$ cat src/hw/rtl/lirs_pkg.sv
// ----------------------------------------------------------------------------
// lirs_pkg: shared definitions for the linear interpolation resampler
// Widths, register indexes, sequencer step codes and the control store.
// ----------------------------------------------------------------------------
package lirs_pkg;

  localparam int CHANNELS        = 4;
  localparam int SAMPLE_W        = 16;
  localparam int PHASE_FRAC_BITS = 16;
  localparam int PHASE_W         = PHASE_FRAC_BITS + 4;
  localparam int MAX_UPSAMPLE    = 16;
  localparam int CNT_W           = $clog2(MAX_UPSAMPLE + 1);
  localparam int CHCNT_W         = 3;
  localparam int CFG_W           = PHASE_W;
  localparam int CFG_IDX_W       = 1;
  localparam int DIFF_W          = SAMPLE_W + 1;
  localparam int PROD_W          = DIFF_W + PHASE_FRAC_BITS;

  // Register indexes of the configuration port
  localparam logic [CFG_IDX_W-1:0] REG_PHASE_STEP = 1'd0;
  localparam logic [CFG_IDX_W-1:0] REG_CHAN_CNT   = 1'd1;

  localparam logic [PHASE_W-1:0] PHASE_STEP_RST = PHASE_W'(65536);
  localparam logic [CHCNT_W-1:0] CHAN_CNT_RST   = CHCNT_W'(2);

  typedef logic signed [SAMPLE_W-1:0] pcm_t;

  // Sequencer steps
  typedef enum logic [2:0] {
    ST_IDLE  = 3'd0,
    ST_SORT  = 3'd1,
    ST_PRIME = 3'd2,
    ST_CHECK = 3'd3,
    ST_EMIT  = 3'd4,
    ST_WRAP  = 3'd5
  } step_t;

  // Branch conditions
  typedef enum logic [2:0] {
    CND_ALWAYS,
    CND_ACCEPT,
    CND_UNPRIMED,
    CND_DONE,
    CND_OUT_BUSY
  } cond_t;

  typedef struct packed {
    cond_t cond;
    step_t jmp_t;      // taken when cond holds
    step_t jmp_f;      // taken otherwise
    logic  take_in;    // open the input channel
    logic  emit;       // load the output register
    logic  st_prev;    // current frame becomes previous
    logic  set_primed;
    logic  wrap;       // phase less one period (else cleared); clear run count
  } ctrl_word_t;

  function automatic ctrl_word_t ctrl_rom(step_t pc);
    ctrl_word_t w;
    w = '{cond: CND_ALWAYS, jmp_t: ST_IDLE, jmp_f: ST_IDLE, take_in: 1'b0,
          emit: 1'b0, st_prev: 1'b0, set_primed: 1'b0, wrap: 1'b0};
    case (pc)
      ST_IDLE: begin
        w.cond    = CND_ACCEPT;
        w.jmp_t   = ST_SORT;
        w.jmp_f   = ST_IDLE;
        w.take_in = 1'b1;
      end
      ST_SORT: begin
        w.cond  = CND_UNPRIMED;
        w.jmp_t = ST_PRIME;
        w.jmp_f = ST_CHECK;
      end
      ST_PRIME: begin
        w.st_prev    = 1'b1;
        w.set_primed = 1'b1;
      end
      ST_CHECK: begin
        w.cond  = CND_DONE;
        w.jmp_t = ST_WRAP;
        w.jmp_f = ST_EMIT;
      end
      ST_EMIT: begin
        w.cond  = CND_OUT_BUSY;
        w.jmp_t = ST_EMIT;
        w.jmp_f = ST_CHECK;
        w.emit  = 1'b1;
      end
      ST_WRAP: begin
        w.st_prev = 1'b1;
        w.wrap    = 1'b1;
      end
      default: begin
        w.jmp_t = ST_IDLE;
      end
    endcase
    return w;
  endfunction

endpackage

$ cat src/hw/rtl/linear_interp_resampler.sv
// ----------------------------------------------------------------------------
// linear_interp_resampler: linear interpolation sample rate converter
// Up to four channels per frame, Q16 phase step, microcoded control.
// ----------------------------------------------------------------------------
// Each accepted input frame produces between zero and sixteen output frames,
// interpolated between the previous and the current frame at the running
// phase and rounded toward minus infinity; the first frame after reset only
// primes the block and gives no output. Control is a six-step microprogram,
// and each output frame costs one pass through its two-step check/emit loop,
// which waits in the emit step for as long as the output side holds stall high.
// Channels at or above the channel count register are forced to zero. Write
// configuration only while the block is idle.
module linear_interp_resampler (
  input  logic                               clk,
  input  logic                               rst_n,
  input  logic                               in_valid,
  output logic                               in_stall,
  input  lirs_pkg::pcm_t                     in_ch0,
  input  lirs_pkg::pcm_t                     in_ch1,
  input  lirs_pkg::pcm_t                     in_ch2,
  input  lirs_pkg::pcm_t                     in_ch3,
  output logic                               out_valid,
  input  logic                               out_stall,
  output lirs_pkg::pcm_t                     out_ch0,
  output lirs_pkg::pcm_t                     out_ch1,
  output lirs_pkg::pcm_t                     out_ch2,
  output lirs_pkg::pcm_t                     out_ch3,
  output logic                               out_last_of_run,
  input  logic                               cfg_we,
  input  logic [lirs_pkg::CFG_IDX_W-1:0]     cfg_index,
  input  logic [lirs_pkg::CFG_W-1:0]         cfg_wdata
);
  import lirs_pkg::*;

  localparam logic [CNT_W-1:0] CNT_MAX  = CNT_W'(MAX_UPSAMPLE);
  localparam logic [CNT_W-1:0] CNT_LAST = CNT_W'(MAX_UPSAMPLE - 1);
  localparam logic [PHASE_W-1:0] PERIOD = PHASE_W'(1) << PHASE_FRAC_BITS;

  step_t                    pc_r;
  ctrl_word_t               cw;
  logic                     cond;

  logic [PHASE_W-1:0]       phase_step_r;
  logic [CHCNT_W-1:0]       chan_cnt_r;
  logic [PHASE_W-1:0]       phase_r;
  logic [CNT_W-1:0]         cnt_r;
  logic                     primed_r;

  pcm_t                     in_arr [CHANNELS];
  pcm_t                     cur_r  [CHANNELS];
  pcm_t                     prev_r [CHANNELS];
  logic signed [PROD_W-1:0] prod_r [CHANNELS];
  pcm_t                     out_r  [CHANNELS];
  logic                     out_valid_r;
  logic                     out_last_r;

  logic                     in_acc;
  logic                     out_acc;
  logic                     out_busy;
  logic                     phase_ge;
  logic                     run_done;
  logic [PHASE_W:0]         phase_sum;
  logic [PHASE_W-1:0]       phase_adv;
  logic                     do_emit;

  assign in_arr[0] = in_ch0;
  assign in_arr[1] = in_ch1;
  assign in_arr[2] = in_ch2;
  assign in_arr[3] = in_ch3;

  assign cw        = ctrl_rom(pc_r);
  assign in_stall  = !cw.take_in;
  assign in_acc    = in_valid && cw.take_in;
  assign out_acc   = out_valid_r && !out_stall;
  assign out_busy  = out_valid_r && out_stall;
  assign phase_ge  = |phase_r[PHASE_W-1:PHASE_FRAC_BITS];
  assign run_done  = phase_ge || (cnt_r == CNT_MAX);
  assign phase_sum = {1'b0, phase_r} + {1'b0, phase_step_r};
  // saturate on overflow of the phase word
  assign phase_adv = phase_sum[PHASE_W] ? '1 : phase_sum[PHASE_W-1:0];
  assign do_emit   = cw.emit && !out_busy;

  always_comb begin
    case (cw.cond)
      CND_ALWAYS:   cond = 1'b1;
      CND_ACCEPT:   cond = in_valid;
      CND_UNPRIMED: cond = !primed_r;
      CND_DONE:     cond = run_done;
      CND_OUT_BUSY: cond = out_busy;
      default:      cond = 1'b1;
    endcase
  end

  // Sequencer and control registers
  always_ff @(posedge clk) begin
    if (!rst_n) begin
      pc_r         <= ST_IDLE;
      phase_step_r <= PHASE_STEP_RST;
      chan_cnt_r   <= CHAN_CNT_RST;
      phase_r      <= '0;
      cnt_r        <= '0;
      primed_r     <= 1'b0;
      out_valid_r  <= 1'b0;
    end else begin
      pc_r <= cond ? cw.jmp_t : cw.jmp_f;
      if (cfg_we) begin
        case (cfg_index)
          REG_PHASE_STEP: phase_step_r <= cfg_wdata;
          REG_CHAN_CNT:   chan_cnt_r   <= cfg_wdata[CHCNT_W-1:0];
          default: ;
        endcase
      end
      if (cw.set_primed) begin
        primed_r <= 1'b1;
      end
      if (do_emit) begin
        phase_r     <= phase_adv;
        cnt_r       <= cnt_r + CNT_W'(1);
        out_valid_r <= 1'b1;
      end else begin
        if (out_acc) begin
          out_valid_r <= 1'b0;
        end
        if (cw.wrap) begin
          phase_r <= phase_ge ? (phase_r - PERIOD) : '0;
          cnt_r   <= '0;
        end
      end
    end
  end

  // Datapath: one multiplier lane per channel, products registered before the add
  always_ff @(posedge clk) begin
    for (int c = 0; c < CHANNELS; c++) begin
      logic signed [DIFF_W-1:0]   diff;
      logic signed [DIFF_W-1:0]   ph;
      logic signed [2*DIFF_W-1:0] prod;
      logic signed [SAMPLE_W+1:0] sum;
      diff = {cur_r[c][SAMPLE_W-1], cur_r[c]} - {prev_r[c][SAMPLE_W-1], prev_r[c]};
      ph   = {1'b0, phase_r[PHASE_FRAC_BITS-1:0]};
      prod = diff * ph;
      prod_r[c] <= prod[PROD_W-1:0];
      // arithmetic shift gives the floor of the scaled difference
      sum = {{2{prev_r[c][SAMPLE_W-1]}}, prev_r[c]}
          + {prod_r[c][PROD_W-1], prod_r[c][PROD_W-1:PHASE_FRAC_BITS]};
      if (in_acc) begin
        cur_r[c] <= (CHCNT_W'(c) < chan_cnt_r) ? in_arr[c] : '0;
      end
      if (cw.st_prev) begin
        prev_r[c] <= cur_r[c];
      end
      if (do_emit) begin
        out_r[c] <= sum[SAMPLE_W-1:0];
      end
    end
    if (do_emit) begin
      out_last_r <= phase_adv[PHASE_W-1:PHASE_FRAC_BITS] != '0 || cnt_r == CNT_LAST;
    end
  end

  assign out_valid       = out_valid_r;
  assign out_ch0         = out_r[0];
  assign out_ch1         = out_r[1];
  assign out_ch2         = out_r[2];
  assign out_ch3         = out_r[3];
  assign out_last_of_run = out_last_r;

endmodule

$ cat config.mk
export PLATFORM = sky130hd
export DESIGN_NAME = linear_interp_resampler
export DESIGN_NICKNAME = d
export VERILOG_FILES = /design/src/hw/rtl/lirs_pkg.sv /design/src/hw/rtl/linear_interp_resampler.sv
export SDC_FILE = /design/constraint.sdc
export NUM_CORES = 2
export LEC_CHECK = 0
export BUFFER_PORTS_ARGS = -buffer_cell sky130_fd_sc_hd__buf_4
export CAP_MARGIN = 20
export CORE_MARGIN = 3
export CORE_UTILIZATION = 70
export CTS_CLUSTER_SIZE = 8
export DETAILED_ROUTE_END_ITERATION = 8
export HOLD_SLACK_MARGIN = 0.03
export PLACE_DENSITY = 0.88
export REMOVE_ABC_BUFFERS = 1
export SLEW_MARGIN = 25
export SYNTH_ARGS = -nofsm -noshare
export SYNTH_HDL_FRONTEND = slang
export SYNTH_SLANG_ARGS = --single-unit
$ cat constraint.sdc
create_clock -name clk -period 16.6 [get_ports clk]
set_input_delay 4.15 -clock clk [delete_from_list [all_inputs] [get_ports clk]]
set_output_delay 4.15 -clock clk [all_outputs]
set_load 0.005 [all_outputs]
Word-level counts from Yosys, hierarchy flattened --
Memories as Yosys holds them, arrays and structs flattened. Cells that the tools add are included.
Storage, ports and cells: register bits after elaboration 54, RAM bits 324, bits of input ports 90, output and inout bits 67, word-level logic and storage cells 90, memories 4
Memories:
- prod_r | words 4, bits a word 33, read ports 4, clocked after Yosys merged registers in 0, wr ports 4, RTL line linear_interp_resampler.sv:52 | logic signed [PROD_W-1:0] prod_r [CHANNELS];
- cur_r | words 4, bits a word 16, read ports 4, clocked after Yosys merged registers in 0, wr ports 4, RTL line linear_interp_resampler.sv:50 | pcm_t cur_r [CHANNELS];
- out_r | words 4, bits a word 16, read ports 4, clocked after Yosys merged registers in 0, wr ports 4, RTL line linear_interp_resampler.sv:53 | pcm_t out_r [CHANNELS];
- prev_r | words 4, bits a word 16, read ports 4, clocked after Yosys merged registers in 0, wr ports 4, RTL line linear_interp_resampler.sv:51 | pcm_t prev_r [CHANNELS];
Operators by class: $add $sub $neg 11, $mul 4, $lt $le $gt $ge 4, equality and inequality tests 11, mux-type cells 28, bitwise gates (word level) 1, reductions and logical operators 19
Operators by type and width (number):
- multiplier 17 x 17 -> 33 bit | 4
- 2-to-1 mux 20 bit | 4
- subtractor 16 x 16 -> 17 bit | 4
- adder 16 bit | 4
- 2-to-1 mux 16 bit | 4
- one-hot mux 3 bit (4 select lines) | 2
- adder 20 x 20 -> 21 bit | 1
- subtractor 20 x 17 -> 20 bit, second input constant | 1
- 2-to-1 mux 1 bit | 13
- equality test 3 x 2 -> 1 bit, second input constant | 4
- 2-to-1 mux 5 bit | 2
- equality test 3 bit, second input constant | 3
- equality test 3 x 1 -> 1 bit, second input constant | 2
- < comparator 1 x 3 -> 1 bit, first input constant | 2
- < comparator 2 x 3 -> 1 bit, first input constant | 2
- one-hot mux 3 bit (2 select lines) | 1
- adder 5 x 1 -> 5 bit, second input constant | 1
- equality test 5 x 4 -> 1 bit, second input constant | 1
- equality test 5 bit, second input constant | 1
- logical AND 1 bit | 4
- logical NOT 1 bit | 4
- one-hot mux 1 bit (4 select lines) | 1
- AND reduction 2 bit | 2
- nonzero test 2 bit | 2
- other kinds (7) | 9

Depth between registers and ports, before layout --
word-level depth 5, mapped depth 36, depth with buffers taken out 35

Least setup slack after synthesis --
No wires, ideal clock.
kind register to register, from mem prev_r[0][0] (netlist name), to mem prod_r[0][31] (netlist name), setup time 0.118 ns, data arrival time 7.728 ns, required time 16.482 ns, slack 8.753 ns, cell stages (with the launch flop) 32, buffers on the path 2, period minus slack after synthesis 7.847 ns, path through edfxtp_1 ha_1 fa_1 nor2b_1 o21ai_1 a21boi_1 o21ai_1 a31oi_1 a311oi_1 o311ai_1 nand2_1 buf_2 nand2_1 inv_1 fa_1 inv_1 fa_1 clkbuf_1 xor2_1 xnor2_1 fa_1 fa_1 inv_1 fa_1 inv_1 ha_1 a21o_1 a21oi_1 o211ai_1 a31o_2 a21o_1 xnor2_1
RTL lines (RTL line):
- start: declaration | linear_interp_resampler.sv:51
- end: declaration | linear_interp_resampler.sv:52

==> results by group <==
Worst hold path
  • Tightest Hold Check Type: flop to flop
  • Hold-critical path depth: 0
  • Worst Hold Path EP: prev_r[2][0]
  • Worst Hold Launch: cur_r[2][0]

Critical path
  • Setup CP Type: flop to flop
  • Max stage delay on crit path: 840 ps
  • RR Endpoint: prod_r[0][31]
  • Worst r2r path cells: 30
  • Startpoint Class: flop
  • Crit path max-delay family: adder cells
  • CP most frequent cell: fa_1
  • Bufs and invs on worst path: 4
  • Critical Path RT: 17090 ps
  • CP arrival: 9490 ps
  • Crit end category: flop
  • Crit Path Max Fanout: 17
  • Worst R2R Setup Slack: 7590 ps
  • Slowest cell on crit path: fa_1
  • Worst r2r src: prev_r[0][0]

Final layout
  • Area growth syn-to-layout: 6.30%
  • Layout cell share with drive strength beyond 1: 5.96%
  • Antenna Cells: 0
  • FILL cells: 5115
  • Count of nets after finishing: 7701
  • Commonest non-fill, non-tap cells in the layout: inv_1, fa_1, nand2_1
  • Commonest non-fill, non-tap cell in the layout: inv_1
  • Final instance area: roughly 60000 µm²

Timing
  • Worst Setup Slack, final: 7590 ps
  • Final worst-path cycle share: ~54%
  • Fmax: between 0.1 and 0.15 GHz
  • Setup TNS: 0 ps
  • Final hold violation count: 0
  • Final Max Tran Viols: 0
  • Slew at the pin closest to its max-slew limit: 1160 ps
  • Setup violations, final: 0
  • Worst Clk Skew: 37.8 ps
  • RSZ-0062 raised after global routing: false
  • Fin crit period: 9010 ps
  • Slew Limit Headroom: 22.4%

Die
  • Chip Width: 289 µm
  • I/O Pins: 157
  • Row count: between 100 and 150
  • Initial core utilization: 70.9%
  • DIE AREA: 83700 µm²
  • Die H: ~290 µm
  • Core footprint: 79300 µm²

Drt
  • Drt initial violations: 3320
  • WL per Instance: 18.7 µm
  • Antenna Nets Post-Route: 0
  • Routed WL: between 100 and 150 mm
  • Via Count: 41.1k
  • Drt first pass iters: 6
  • Vias per std cell: 5.73
  • Post-route DRC: 0

Placement
  • GPL Wtd Cong: 0.900
  • DP Area: approximately 58000 µm²
  • Setup WS pre-CTS: 7680 ps
  • Final HPWL DP: 97.9 mm
  • IO buf count: roughly 160

Clocking
  • H-Tree Depth: 2
  • Setup bufs post-CTS: 0
  • TritonCTS buffer count: 45
  • Root buffer cell: clkbuf_16
  • TritonCTS clock tree: built
  • Clock-pin slew on the worst setup and hold paths: 60 ps
  • Hold buffer count at cts: 0
  • CTS Buffer Depth: 3
  • Sink Count: between 300 and 400
  • Cts repair resizes: 0
  • Clk_lat worst skew: about 600 ps

Yosys
  • Syn_area_per_cell: between 9 and 10 µm²
  • Ys async rst share: 0%
  • Warnings, synthesis: 0
  • Top FF cell, synth: edfxtp_1
  • Library cells used by synthesis: 92
  • Synthesized instance count: 6073
  • Register area share after synthesis: 14.5%
  • Post-Syn Area: 56200 µm²
  • EDFF count, synth: slightly below 200
  • Synth Register Bits: between 300 and 400

Global route
  • Initial antenna violation count: 1
  • First-pass GRT wire length: 223 mm
  • GR Util All Layers: 33.3%
  • Maximum number of pins on one net before global-route repair: 81
  • Gr ovfl total: 0
  • Vias in the first global route: ~46k

Pwr
  • Peak VDD IR: 0.0669 mV
  • LEAKAGE: 30.7 nW
  • P per Cell Area: 37.5 nW/µm²

Job
  • MaxCap Viol Count: 0

Status
  • Status: finished clean
## final cells by class
cell class / instances / area (µm²) / share of cell area, %
Multi-Input combinational cell: 4030 / 41700 / 69.8
Sequential cell: 310 / 8160 / 13.7
Inverter: 1490 / 5590 / 9.37
Timing Repair Buffer: 214 / 1620 / 2.72
Tap cell: 1050 / 1310 / 2.20
Clock buffer: 77 / 1250 / 2.09
Clock inverter: 6 / 81.3 / 0.136
## worst reg2reg max path, delay by kind of cell (launching register included)
kind	cells	cell delay (ps)
simple gates	5	1060
buf+inv	4	390
compound gates	10	2220
flops	1	410
xor+xnor	3	830
fa+ha+maj	8	4020
## routing by layer
metal  GRT usage, %  routed length (µm)
met5              0                  30
met4           13.5                5970
met3           5.89               11800
met2           56.6               65800
met1           42.7               50400
## synth_stat cells (6+ instances only)
master / count / area (µm²)
nand2_1: 690 / 2590
a2111o_1: 6 / 67.6
nand3_1: 36 / 180
nor2_1: 165 / 619
nor3_1: 62 / 310
or3_1: 12 / 75.1
dfxtp_1: 117 / 2340
clkbuf_1: 215 / 807
nand2b_1: 52 / 325
o311ai_0: 9 / 78.8
inv_1: 1489 / 5590
o21a_1: 27 / 203
fa_1: 1043 / 20900
o2111ai_1: 9 / 78.8
o221ai_1: 7 / 61.3
nand3b_1: 8 / 60.1
a21boi_1: 8 / 60.1
a21oi_1: 104 / 521
a211oi_1: 18 / 135
a21boi_0: 38 / 285
a21o_1: 39 / 293
and3_1: 16 / 100
o21ai_2: 6 / 52.6
nor2b_1: 159 / 995
buf_2: 17 / 85.1
o31ai_1: 6 / 45.0
edfxtp_1: 193 / 5800
xor2_1: 73 / 639
xnor2_1: 188 / 1650
and2_1: 478 / 2990
o211ai_1: 6 / 45.0
a2111oi_0: 7 / 61.3
o22ai_1: 10 / 62.6
o21ai_0: 90 / 450
o21bai_1: 16 / 120
nand4_1: 7 / 43.8
a22o_1: 9 / 78.8
nor3b_1: 12 / 90.1
o21ai_1: 16 / 80.1
a31oi_1: 29 / 181
ha_1: 477 / 5970
## registers in the layout, summed over array words and instances (netlist names)
register and cells:
cur_r 64, out_r 64, phase_step_r 20, pc_r 3, cnt_r 5, chan_cnt_r 3, phase_r 20, out_valid 1
primed_r 1, out_last_of_run 1, prev_r 64, prod_r 64
## through the flow
stage | instances | total power [mW] | hold WS (ps) | utilization, %
after detailed placement | 7094 | 1.35 | 433 | 73.6
after global routing | 7177 | 2.31 | 463 | 75.3
final | 7177 | 2.24 | 444 | 75.3
after global placement | 7093 | 1.33 | 431 | 73.5
after floorplan | 5830 | 1.13 | 426 | -
after CTS | 7177 | 2.23 | 446 | 75.2
## where the power goes
| part | internal (mW) | total [mW] | switching (mW) | leakage [nW] |
|---|---|---|---|---|
| logic | 0.141 | 0.491 | 0.350 | 27.4 |
| clock network | 0.523 | 0.884 | 0.361 | 0.633 |
| registers | 0.849 | 0.866 | 0.0170 | 2.75 |
| total | 1.51 | 2.24 | 0.728 | 30.7 |
## cell families (layout without fill, tap and decap cells)
logic type,Yosys count,count (layout),share of synthesized area [%]
buffers and inverters,1733,1787,11.7
AOI/OAI and AO/OA,516,516,6.39
and+or+nand+nor,1724,1724,15.3
DFF,310,310,14.5
xor gates and xnor gates,265,265,4.19
muxes,2,2,0.0379
adders and majority gates,1523,1523,47.9
## how the worst max path moves through the flow
stage	start	endpoint	slack, ps	depth (start not counted)
after CTS	prev_r[0][0]	prod_r[0][31]	7660	29
final	prev_r[0][0]	prod_r[0][31]	7590	30
after global routing	prev_r[0][0]	prod_r[0][31]	6980	30
after floorplan	prev_r[3][1]	prod_r[3][31]	8460	33
after global placement	prev_r[0][0]	prod_r[0][31]	8120	29
after detailed placement	prev_r[0][0]	prod_r[0][31]	7680	29
(Power assumes the default switching activity.)
